$ cat src/hdl/isml_pkg.sv
// Shared types and constants of the merged interval set lookup block.
`default_nettype none

package isml_pkg;

    localparam int MAX_RANGES  = 256;
    localparam int VALUE_WIDTH = 48;

    localparam int CNT_W      = $clog2(MAX_RANGES + 1);
    localparam int IN_DATA_W  = ((2 * VALUE_WIDTH + 7) / 8) * 8;
    localparam int OUT_DATA_W = ((2 + CNT_W + 7) / 8) * 8;

    typedef logic [VALUE_WIDTH-1:0] t_val;
    typedef logic [CNT_W-1:0]       t_cnt;

    // Operation broadcast to every cell of the row
    typedef enum logic [1:0] {
        OP_IDLE = 2'd0,
        OP_CMP  = 2'd1,
        OP_INS  = 2'd2,
        OP_FOLD = 2'd3
    } t_cell_op;

    typedef struct packed {
        t_cell_op op;
        logic     merge;   // new range folds into the entry just below it
        logic     absorb;  // new range swallows the entry at its slot
    } t_cell_cmd;

    // What a cell shows to its two neighbors
    typedef struct packed {
        t_val lo;
        t_val hi;
        logic vld;
        logic a;   // lo <= probe, prefix of the table
        logic f;   // stored range starts inside the new range: s < lo <= e
    } t_cell_link;

    typedef struct packed {
        logic hit;
        logic mcand;
        logic fold;
    } t_cell_flags;

    typedef struct packed {
        logic hit;
        logic merge;
        logic absorb;
        logic fold;
    } t_chain_stat;

    localparam t_cell_link LINK_LEFT_END = '{lo: '0, hi: '0, vld: 1'b0, a: 1'b1, f: 1'b0};
    localparam t_cell_link LINK_RIGHT_END = '{lo: '0, hi: '0, vld: 1'b0, a: 1'b0, f: 1'b0};

endpackage

`default_nettype wire

$ cat src/hdl/isml_ctrl.sv
// Sequencer: request intake, per-step commands to the row, range count and result register.
`default_nettype none

module isml_ctrl
    import isml_pkg::*;
(
    input  wire                   i_clk,
    input  wire                   i_rst_n,
    input  wire                   i_in_valid,
    output logic                  o_in_ready,
    input  wire  [IN_DATA_W-1:0]  i_in_data,
    input  wire                   i_in_query,
    output logic                  o_out_valid,
    input  wire                   i_out_ready,
    output logic [OUT_DATA_W-1:0] o_out_data,
    input  t_chain_stat           i_stat,
    output t_cell_cmd             o_cmd,
    output t_val                  o_s,
    output t_val                  o_e
);

    typedef enum logic [4:0] {
        ST_IDLE = 5'b00001,
        ST_CMP  = 5'b00010,
        ST_INS  = 5'b00100,
        ST_MRG  = 5'b01000,
        ST_RES  = 5'b10000
    } t_state;

    t_state r_state, n_state;
    t_cnt   r_cnt, n_cnt;
    logic   r_act;
    t_val   r_s;
    t_val   r_e;
    logic   r_full;
    logic   r_out_vld;
    logic   r_out_found;
    logic   r_out_full;
    t_cnt   r_out_cnt;

    logic   w_accept;
    logic   w_drop;
    logic   w_load;
    logic   w_table_full;

    assign o_in_ready   = (r_state == ST_IDLE);
    assign w_accept     = i_in_valid && o_in_ready;
    assign w_table_full = (r_cnt == CNT_W'(MAX_RANGES)) && !i_stat.merge && !i_stat.absorb;

    always_comb begin
        n_state      = r_state;
        n_cnt        = r_cnt;
        o_cmd.op     = OP_IDLE;
        o_cmd.merge  = i_stat.merge;
        o_cmd.absorb = i_stat.absorb;
        w_drop       = 1'b0;
        w_load       = 1'b0;
        case (r_state)
            ST_IDLE: begin
                if (i_in_valid) begin
                    n_state = ST_CMP;
                end
            end
            ST_CMP: begin
                o_cmd.op = OP_CMP;
                n_state  = r_act ? ST_RES : ST_INS;
            end
            ST_INS: begin
                if (w_table_full) begin
                    w_drop  = 1'b1;
                    n_state = ST_RES;
                end else begin
                    o_cmd.op = OP_INS;
                    if (!i_stat.merge && !i_stat.absorb) begin
                        n_cnt = r_cnt + CNT_W'(1);
                    end
                    n_state = ST_MRG;
                end
            end
            ST_MRG: begin
                // one swallowed range leaves the table per cycle
                if (i_stat.fold) begin
                    o_cmd.op = OP_FOLD;
                    n_cnt    = r_cnt - CNT_W'(1);
                end else begin
                    n_state = ST_RES;
                end
            end
            ST_RES: begin
                if (!r_out_vld || i_out_ready) begin
                    w_load  = 1'b1;
                    n_state = ST_IDLE;
                end
            end
            default: begin
                n_state = ST_IDLE;
            end
        endcase
    end

    always_ff @(posedge i_clk) begin
        if (w_accept) begin
            r_act <= i_in_query;
            r_s   <= i_in_data[VALUE_WIDTH-1:0];
            r_e   <= i_in_data[2*VALUE_WIDTH-1:VALUE_WIDTH];
        end
        if (w_load) begin
            r_out_found <= r_act & i_stat.hit;
            r_out_full  <= r_full;
            r_out_cnt   <= r_cnt;
        end
    end

    always_ff @(posedge i_clk) begin
        if (!i_rst_n) begin
            r_state   <= ST_IDLE;
            r_cnt     <= '0;
            r_full    <= 1'b0;
            r_out_vld <= 1'b0;
        end else begin
            r_state <= n_state;
            r_cnt   <= n_cnt;
            if (w_accept) begin
                r_full <= 1'b0;
            end else if (w_drop) begin
                r_full <= 1'b1;
            end
            if (w_load) begin
                r_out_vld <= 1'b1;
            end else if (i_out_ready) begin
                r_out_vld <= 1'b0;
            end
        end
    end

    assign o_s         = r_s;
    assign o_e         = r_e;
    assign o_out_valid = r_out_vld;
    assign o_out_data  = {{(OUT_DATA_W - 2 - CNT_W){1'b0}}, r_out_cnt, r_out_full, r_out_found};

endmodule

`default_nettype wire

$ cat config.mk
export PLATFORM = sky130hd
export DESIGN_NAME = isml_ctrl
export DESIGN_NICKNAME = d
export VERILOG_FILES = /design/src/hdl/isml_pkg.sv /design/src/hdl/isml_ctrl.sv
export SDC_FILE = /design/constraint.sdc
export NUM_CORES = 1
export LEC_CHECK = 0
export ABC_CLOCK_PERIOD_IN_PS = 3800
export BUFFER_PORTS_ARGS = -buffer_cell sky130_fd_sc_hd__buf_2
export CAP_MARGIN = 5
export CORE_MARGIN = 2
export CORE_UTILIZATION = 45
export DETAILED_ROUTE_END_ITERATION = 10
export PLACE_DENSITY_LB_ADDON = 0.05
export SYNTH_ARGS = -nofsm -noshare
export SYNTH_HDL_FRONTEND = slang
export SYNTH_SLANG_ARGS = --single-unit
export TNS_END_PERCENT = 30
$ cat constraint.sdc
create_clock -name i_clk -period 3.8 [get_ports i_clk]
set_input_delay 0.95 -clock i_clk [delete_from_list [all_inputs] [get_ports i_clk]]
set_output_delay 0.95 -clock i_clk [all_outputs]
set_load 0.05 [all_outputs]
==> metrics.txt, run 1 <==
# TYPE chip_impl_metric gauge
chip_impl_metric{name="synth.yosys.warnings",unit=""} 0
chip_impl_info{name="holdCritPathClass",value="flip-flop to flip-flop"} 1
chip_impl_metric{name="setup_viol_count_final",unit=""} 0
chip_impl_metric{name="y_dimension_of_the_die",unit="um"} 103
chip_impl_metric{name="r2r_cells",unit=""} 8
chip_impl_metric{name="netlist_area",unit="um2"} 4430
chip_impl_metric{name="syn_to_final_growth",unit="%"} 40.6
chip_impl_metric{name="number_of_buffers_added_for_setup_after_cts",unit=""} 0
chip_impl_metric{name="n_antenna_cell",unit=""} 0
chip_impl_metric{name="dp.final_hpwl",unit="um"} 7900
chip_impl_metric{name="holdWs",unit="ps"} 444
chip_impl_info{name="most_common_cell_after_layout_fill_and_taps_aside",value="buf_2"} 1
chip_impl_metric{name="grt_max_degree",unit=""} 57
chip_impl_metric{name="postSynthAreaPerCell",unit="um2"} 17.5
chip_impl_metric{name="final_antenna_net_count",unit=""} 0
chip_impl_info{name="outcome",value="completed"} 1
chip_impl_metric{name="yosys_register_bits",unit=""} 124
chip_impl_info{name="critical_path_cell_by_cell",value="nor4_1 -> nand4_1 -> nand2b_1 -> nand2_1 -> buf_2"} 1
chip_impl_metric{name="cts.htree.levels",unit=""} 4
chip_impl_metric{name="io_pins",unit=""} 223
chip_impl_metric{name="num_rows",unit=""} 36
chip_impl_metric{name="arrival",unit="ps"} 1920
chip_impl_metric{name="portBuffers",unit=""} 217
chip_impl_info{name="critical_path.top_delay_family",value="simple AND/OR/NAND/NOR gates"} 1
chip_impl_info{name="r2r-start",value="r_state[4]"} 1
chip_impl_info{name="worst-setup-path-type",value="flip-flop to output pin"} 1
chip_impl_metric{name="initial_core_util",unit="%"} 45.8
chip_impl_metric{name="filler_cell_count",unit=""} 756
chip_impl_metric{name="clock_skew_after_layout",unit="ps"} 9.56
chip_impl_info{name="critical_path.startpoint",value="r_cnt[3]"} 1
chip_impl_metric{name="synth_cell_types",unit=""} 42
chip_impl_metric{name="cellLeakagePower",unit="nW"} 2.72
chip_impl_metric{name="clock_tree.buffer_depth",unit=""} 2
chip_impl_info{name="whs_endpoint",value="r_out_full"} 1
chip_impl_metric{name="max-vdd-ir-drop",unit="mV"} 0.317
chip_impl_metric{name="detailedRoute.firstPassIterationCount",unit=""} 4
chip_impl_info{name="holdCritStartpoint",value="r_full"} 1
chip_impl_metric{name="globalplace.congestion",unit=""} 0.779
chip_impl_metric{name="multi_input_gate_area",unit="um2"} 751
chip_impl_metric{name="critPathMaxStageDelay",unit="ps"} 430
chip_impl_metric{name="drive_gt1_share",unit="%"} 51.0
chip_impl_metric{name="first_global_vias",unit=""} 2571
chip_impl_metric{name="post_synth_inst_count",unit=""} 253
chip_impl_info{name="cts_root_buffer",value="clkbuf_8"} 1
chip_impl_metric{name="max_slew.worst_pin.slew",unit="ps"} 696
chip_impl_metric{name="gr_ovfl_total",unit=""} 0
chip_impl_info{name="timing.rr.end",value="r_cnt[8]"} 1
chip_impl_metric{name="fmaxAchievable",unit="MHz"} 348
chip_impl_metric{name="worstHoldPathCells",unit=""} 0
chip_impl_metric{name="critical_path.max_fanout",unit=""} 4
chip_impl_metric{name="antenna_found_initial",unit=""} 1
chip_impl_metric{name="cts_sinks",unit=""} 124
chip_impl_metric{name="power_per_cell_area",unit="nW/um2"} 605
chip_impl_metric{name="holdBufCountCts",unit=""} 0
chip_impl_metric{name="core_area",unit="um2"} 9680
chip_impl_metric{name="timing_hold_violations_final",unit=""} 0
chip_impl_info{name="rsz0062_at_grt",value="no"} 1
chip_impl_metric{name="placedCellCount",unit=""} 596
chip_impl_metric{name="layout_min_cycle_time",unit="ps"} 2870
chip_impl_metric{name="cp.buffers_inverters",unit=""} 1
chip_impl_metric{name="timing.max_cap.violations",unit=""} 0
chip_impl_metric{name="slew-limit-headroom",unit="%"} 53.3
chip_impl_metric{name="yosysSeqAreaShare",unit="%"} 80.4
chip_impl_metric{name="drt_drc_violations_left",unit=""} 0
chip_impl_metric{name="final.setup.tns",unit="ps"} 0
chip_impl_info{name="tritoncts",value="built"} 1
chip_impl_info{name="critical_path.startpoint_type",value="flip-flop"} 1
chip_impl_metric{name="ff2ff_setup_slack",unit="ps"} 1190
chip_impl_info{name="end_kind",value="output pin"} 1
chip_impl_metric{name="first_pass_grt_wire_length",unit="um"} 14000
chip_impl_info{name="most-common-layout-cells",value="217 x buf_2, 108 x edfxtp_1, 16 x clkbuf_16, 16 x dfxtp_1, 14 x nor2_1"} 1
chip_impl_metric{name="post_drt_wl_per_cell",unit="um"} 16.6
chip_impl_metric{name="final_cell_utilization_of_the_core",unit="%"} 64.4
chip_impl_info{name="cp_slowest_cell",value="nor4_1"} 1
chip_impl_metric{name="finalNonFillerCells",unit=""} 627
chip_impl_metric{name="detail_route.vias_per_cell",unit=""} 4.68
chip_impl_metric{name="clk_transition_reported_paths",unit="ps"} 60
chip_impl_metric{name="dr_total_vias",unit=""} 2933
chip_impl_metric{name="resized_after_cts",unit=""} 0
chip_impl_metric{name="critical_path_required",unit="ps"} 2850
chip_impl_metric{name="period_share",unit="%"} 75.5
chip_impl_metric{name="slew_viol_final",unit=""} 0
chip_impl_metric{name="die_width",unit="um"} 103
chip_impl_metric{name="die_area",unit="um2"} 10700
chip_impl_metric{name="route.final.wire_length",unit="um"} 10400
chip_impl_metric{name="grt_usage",unit="%"} 18.7
chip_impl_metric{name="cts_buffers",unit=""} 17
chip_impl_metric{name="final_nets",unit=""} 595
chip_impl_metric{name="clock_insertion_delay_at_the_later_pin_of_the_skew_report",unit="ps"} 500
chip_impl_metric{name="first_iter_violations",unit=""} 133
chip_impl_metric{name="storage_cell_area",unit="um2"} 3560
## metrics by stage
step	power, mW	cell area (um2)	setup slack (ps)
6_report	3.77	6230	929
3_5_place_dp	2.16	5630	1060
5_1_grt	3.90	6230	748
4_1_cts	3.80	6230	848
3_3_place_gp	2.16	5630	1090
2_1_floorplan	2.01	4450	169
## cells by family (layout without fill, tap and decap cells)
family	after synthesis	after routing	synth area share (%)
AOI/OAI and AO/OA	33	33	5.22
buffers and inverters	21	258	2.99
adders and majority gates	8	8	2.43
xor gates and xnor gates	6	6	1.19
other	1	5	0.0846
DFF	124	124	80.4
and+or+nand+nor	55	55	6.55
muxes	5	5	1.13
## synthesized netlist by cell type (all sizes together)
cell     instances  area share [%]
nor2            16             1.7
o21ai            4            0.45
or4              1            0.17
a21oi            9             1.0
edfxtp         108              73
ha               7             2.0
and3             1            0.14
a211oi           3            0.62
nor4             1            0.14
inv              7            0.59
nor2b            3            0.42
or3              1            0.14
xor2             4            0.79
nand2           11            0.93
o31ai            4            0.68
nand3            6            0.68
buf             13             2.3
a31o             1            0.20
mux2i            5             1.1
nand4            3            0.76
a31oi            1            0.14
o21a             4            0.68
conb             1           0.085
o211ai           1            0.17
and2             1            0.14
o2bb2ai          1            0.34
fa               1            0.45
or2              1            0.14
clkbuf           1           0.085
a2111o           1            0.25
a221oi           1            0.20
a21o             2            0.34
nand2b           2            0.28
o22ai            1            0.14
dfxtp           16             7.2
xnor2            2            0.40
nor3             8            0.90
## final cells by class
| type | instances | share of cell area, % |
|---|---|---|
| clock buffer | 21 | 6.89 |
| clock inverter | 10 | 2.75 |
| inverter | 7 | 0.482 |
| multi-input combinational | 112 | 12.0 |
| sequential | 124 | 57.2 |
| tap | 133 | 2.67 |
| timing repair buffer | 220 | 18.0 |
## registers in the layout, summed over array words and instances (netlist names)
register / cells
r_out_full: 1
o_s: 48
r_out_cnt: 9
o_e: 48
r_cnt: 9
r_act: 1
r_out_found: 1
r_full: 1
o_out_valid: 1
r_state: 5
## worst max-delay path by stage
| stage | to | slack (ps) | cells past startpoint |
|---|---|---|---|
| after floorplan | o_e[0] | 170 | 5 |
| after global placement | o_cmd[3] | 1090 | 6 |
| after detailed placement | o_cmd[3] | 1060 | 6 |
| after CTS | o_cmd[3] | 850 | 5 |
| after global routing | o_cmd[3] | 750 | 5 |
| final | o_cmd[3] | 930 | 5 |
## layer usage
layer / GRT usage (%) / vias up / part of all wire [%]
met3: 7.66 / 11 / 8.3
met4: 7.59 / 2 / 1.2
li1: - / 1406 / -
met2: 31.1 / 104 / 52
met1: 21.7 / 1410 / 38
met5: 0 / - / 0.12
## power breakdown
part | total [mW] | switching (mW) | internal, mW
registers | 1.61 | 0.0218 | 1.59
clock network | 1.64 | 0.521 | 1.12
logic | 0.521 | 0.415 | 0.105
total | 3.77 | 0.958 | 2.81
Power figures use the tool's default switching activity.
==> inputs of run 2 (changes only) <==
--- a/config.mk
+++ b/config.mk
@@ -5,7 +5,7 @@
 export SDC_FILE = /design/constraint.sdc
 export NUM_CORES = 1
 export LEC_CHECK = 0
-export ABC_CLOCK_PERIOD_IN_PS = 3800
+export ABC_CLOCK_PERIOD_IN_PS = 2800
 export BUFFER_PORTS_ARGS = -buffer_cell sky130_fd_sc_hd__buf_2
 export CAP_MARGIN = 5
 export CORE_MARGIN = 2
==> constraint.sdc (replaced) <==
create_clock -name i_clk -period 2.8 [get_ports i_clk]
set_input_delay 0.7 -clock i_clk [delete_from_list [all_inputs] [get_ports i_clk]]
set_output_delay 0.7 -clock i_clk [all_outputs]
set_load 0.05 [all_outputs]
==> metrics.txt, run 2 (synthesis gave the netlist of run 1 again) <==
# TYPE chip_impl_metric gauge
chip_impl_metric{name="final_antenna_net_count",unit=""} 0
chip_impl_metric{name="n_antenna_cell",unit=""} 0
chip_impl_metric{name="finalNonFillerCells",unit=""} 630
chip_impl_metric{name="post_drt_wl_per_cell",unit="um"} 16.8
chip_impl_metric{name="power.net_switching",unit="mW"} 1.38
chip_impl_info{name="gr-max-usage-layer",value="met2"} 1
chip_impl_metric{name="critical_path_required",unit="ps"} 2100
chip_impl_metric{name="num_rows",unit=""} 36
chip_impl_metric{name="cp.buffers_inverters",unit=""} 1
chip_impl_metric{name="antenna_found_initial",unit=""} 0
chip_impl_metric{name="y_dimension_of_the_die",unit="um"} 103
chip_impl_info{name="most-common-layout-cells",value="217 x buf_2, 108 x edfxtp_1, 16 x clkbuf_16, 16 x dfxtp_1, 14 x nor2_1"} 1
chip_impl_metric{name="dr_total_vias",unit=""} 2937
chip_impl_metric{name="clock_insertion_delay_at_the_later_pin_of_the_skew_report",unit="ps"} 500
chip_impl_metric{name="first_global_vias",unit=""} 2763
chip_impl_info{name="critical_path.startpoint_type",value="flip-flop"} 1
chip_impl_metric{name="grt_usage",unit="%"} 19.1
chip_impl_info{name="most_common_cell_after_layout_fill_and_taps_aside",value="buf_2"} 1
chip_impl_metric{name="post-layout-total-power",unit="mW"} 5.13
chip_impl_metric{name="detail_route.vias_per_cell",unit=""} 4.66
chip_impl_metric{name="place_area",unit="um2"} 5680
chip_impl_metric{name="timing_hold_violations_final",unit=""} 0
chip_impl_metric{name="layout_min_cycle_time",unit="ps"} 2610
chip_impl_info{name="holdCritPathClass",value="input port to flip-flop"} 1
chip_impl_metric{name="final.setup.tns",unit="ps"} 0
chip_impl_metric{name="die_width",unit="um"} 103
chip_impl_metric{name="io_pins",unit=""} 223
chip_impl_metric{name="place_ws",unit="ps"} 307
chip_impl_metric{name="cts_buffers",unit=""} 17
chip_impl_metric{name="grt_max_degree",unit=""} 50
chip_impl_metric{name="detailedRoute.firstPassIterationCount",unit=""} 4
chip_impl_metric{name="resized_after_cts",unit=""} 0
chip_impl_metric{name="max-vdd-ir-drop",unit="mV"} 0.388
chip_impl_info{name="outcome",value="completed"} 1
chip_impl_metric{name="initial_core_util",unit="%"} 45.8
chip_impl_info{name="critical_path_cell_by_cell",value="nor4_1 -> nand4_1 -> nand2b_1 -> nand2_1 -> buf_2"} 1
chip_impl_info{name="critical_path.top_delay_family",value="simple AND/OR/NAND/NOR gates"} 1
chip_impl_metric{name="first_pass_grt_wire_length",unit="um"} 14600
chip_impl_metric{name="gr_ovfl_total",unit=""} 0
chip_impl_metric{name="clk_transition_reported_paths",unit="ps"} 60
chip_impl_metric{name="globalplace.congestion",unit=""} 0.891
chip_impl_metric{name="holdBufCountCts",unit=""} 0
chip_impl_metric{name="switching_share_of_power",unit="%"} 26.8
chip_impl_info{name="cts_root_buffer",value="clkbuf_8"} 1
chip_impl_metric{name="seq_pwr_share",unit="%"} 42.6
chip_impl_metric{name="fmaxAchievable",unit="MHz"} 383
chip_impl_metric{name="share_clk_of_total_power",unit="%"} 43.4
chip_impl_metric{name="placedCellCount",unit=""} 598
chip_impl_metric{name="die_area",unit="um2"} 10700
chip_impl_metric{name="use_met3",unit="%"} 6.72
chip_impl_metric{name="period_share",unit="%"} 93.2
chip_impl_metric{name="cellInternalPower",unit="mW"} 3.75
chip_impl_metric{name="critPathMaxStageDelay",unit="ps"} 430
chip_impl_info{name="worst-setup-path-type",value="flip-flop to output pin"} 1
chip_impl_metric{name="clock_tree.buffer_depth",unit=""} 2
chip_impl_metric{name="timing.max_cap.violations",unit=""} 0
chip_impl_metric{name="first_iter_violations",unit=""} 151
chip_impl_metric{name="critical_path.max_fanout",unit=""} 4
chip_impl_info{name="tritoncts",value="built"} 1
chip_impl_metric{name="clock_skew_after_layout",unit="ps"} 6.79
chip_impl_metric{name="use_met2",unit="%"} 33.7
chip_impl_metric{name="cellLeakagePower",unit="nW"} 2.73
chip_impl_info{name="cp_slowest_cell",value="nor4_1"} 1
chip_impl_metric{name="route.final.wire_length",unit="um"} 10600
chip_impl_metric{name="portBuffers",unit=""} 217
chip_impl_metric{name="number_of_buffers_added_for_setup_after_cts",unit=""} 0
chip_impl_metric{name="core_area",unit="um2"} 9680
chip_impl_metric{name="cts_sinks",unit=""} 124
chip_impl_info{name="end_kind",value="output pin"} 1
chip_impl_metric{name="slew_viol_final",unit=""} 0
chip_impl_metric{name="final_cell_area",unit="um2"} 6290
chip_impl_metric{name="dp.final_hpwl",unit="um"} 8090
chip_impl_metric{name="final_critical_path_setup_slack",unit="ps"} 191
chip_impl_metric{name="final_nets",unit=""} 597
chip_impl_metric{name="cts.htree.levels",unit=""} 4
chip_impl_metric{name="drive_gt1_share",unit="%"} 52.9
chip_impl_metric{name="arrival",unit="ps"} 1910
chip_impl_metric{name="logic_gate_share_of_total_power",unit="%"} 14.0
chip_impl_info{name="rsz0062_at_grt",value="no"} 1
chip_impl_metric{name="grt.met1_usage",unit="%"} 21.4
chip_impl_metric{name="setup_viol_count_final",unit=""} 0
chip_impl_metric{name="drt_drc_violations_left",unit=""} 0
chip_impl_metric{name="syn_to_final_growth",unit="%"} 42.0
chip_impl_metric{name="power_per_cell_area",unit="nW/um2"} 816
==> run 2: worst reg2reg max path, stage by stage, from the launching register on <==
cell,delay (ps)
dfxtp_1,540
nor2_4,70
and3_1,290
buf_4,210
ha_1,350
nand2_1,100
o21ai_0,230
nor3_1,90
or4_1,470
a21oi_1,140
==> run 2: worst paths after layout <==
kind                       from    endpoint  slack (ps)  cells past startpoint
hold reg to reg          r_full  r_out_full         450                      0
setup / recovery       r_cnt[3]    o_cmd[3]         190                      5
setup reg to reg     r_state[2]    r_cnt[8]         240                      9
hold / removal    i_in_data[95]     o_e[47]         370                      1
==> run 2: layout make-up <==
| cell class | count | area, um2 |
|---|---|---|
| clock buffers | 18 | 418 |
| repair buffers | 222 | 1150 |
| inverters | 7 | 30.0 |
| clock inverters | 14 | 195 |
| flip-flops and latches | 124 | 3560 |
| multi-input cells | 112 | 769 |
| fillers | 732 | 3390 |
| well taps | 133 | 166 |
==> run 2: metrics by stage <==
stage	util, %	hold WS (ps)
6_report	65.0	367
5_1_grt	65.0	335
4_1_cts	65.0	342
3_5_place_dp	58.6	431
3_3_place_gp	58.6	421
2_1_floorplan	-	409
==> run 2: layer usage <==
| metal | wire length [um] | vias to the layer above |
|---|---|---|
| met5 | 0 | - |
| met4 | 133 | 0 |
| met3 | 891 | 10 |
| met2 | 5640 | 127 |
| met1 | 3940 | 1386 |
| li1 | - | 1414 |
==> run 2: power by group through the flow <==
stage	combinational (mW)	clock, mW	sequential (mW)
after floorplan	0.115	0	2.62
after CTS	0.724	2.27	2.19
after global routing	0.752	2.37	2.20
final	0.718	2.23	2.19
after detailed placement	0.723	0	2.23
after global placement	0.720	0	2.22
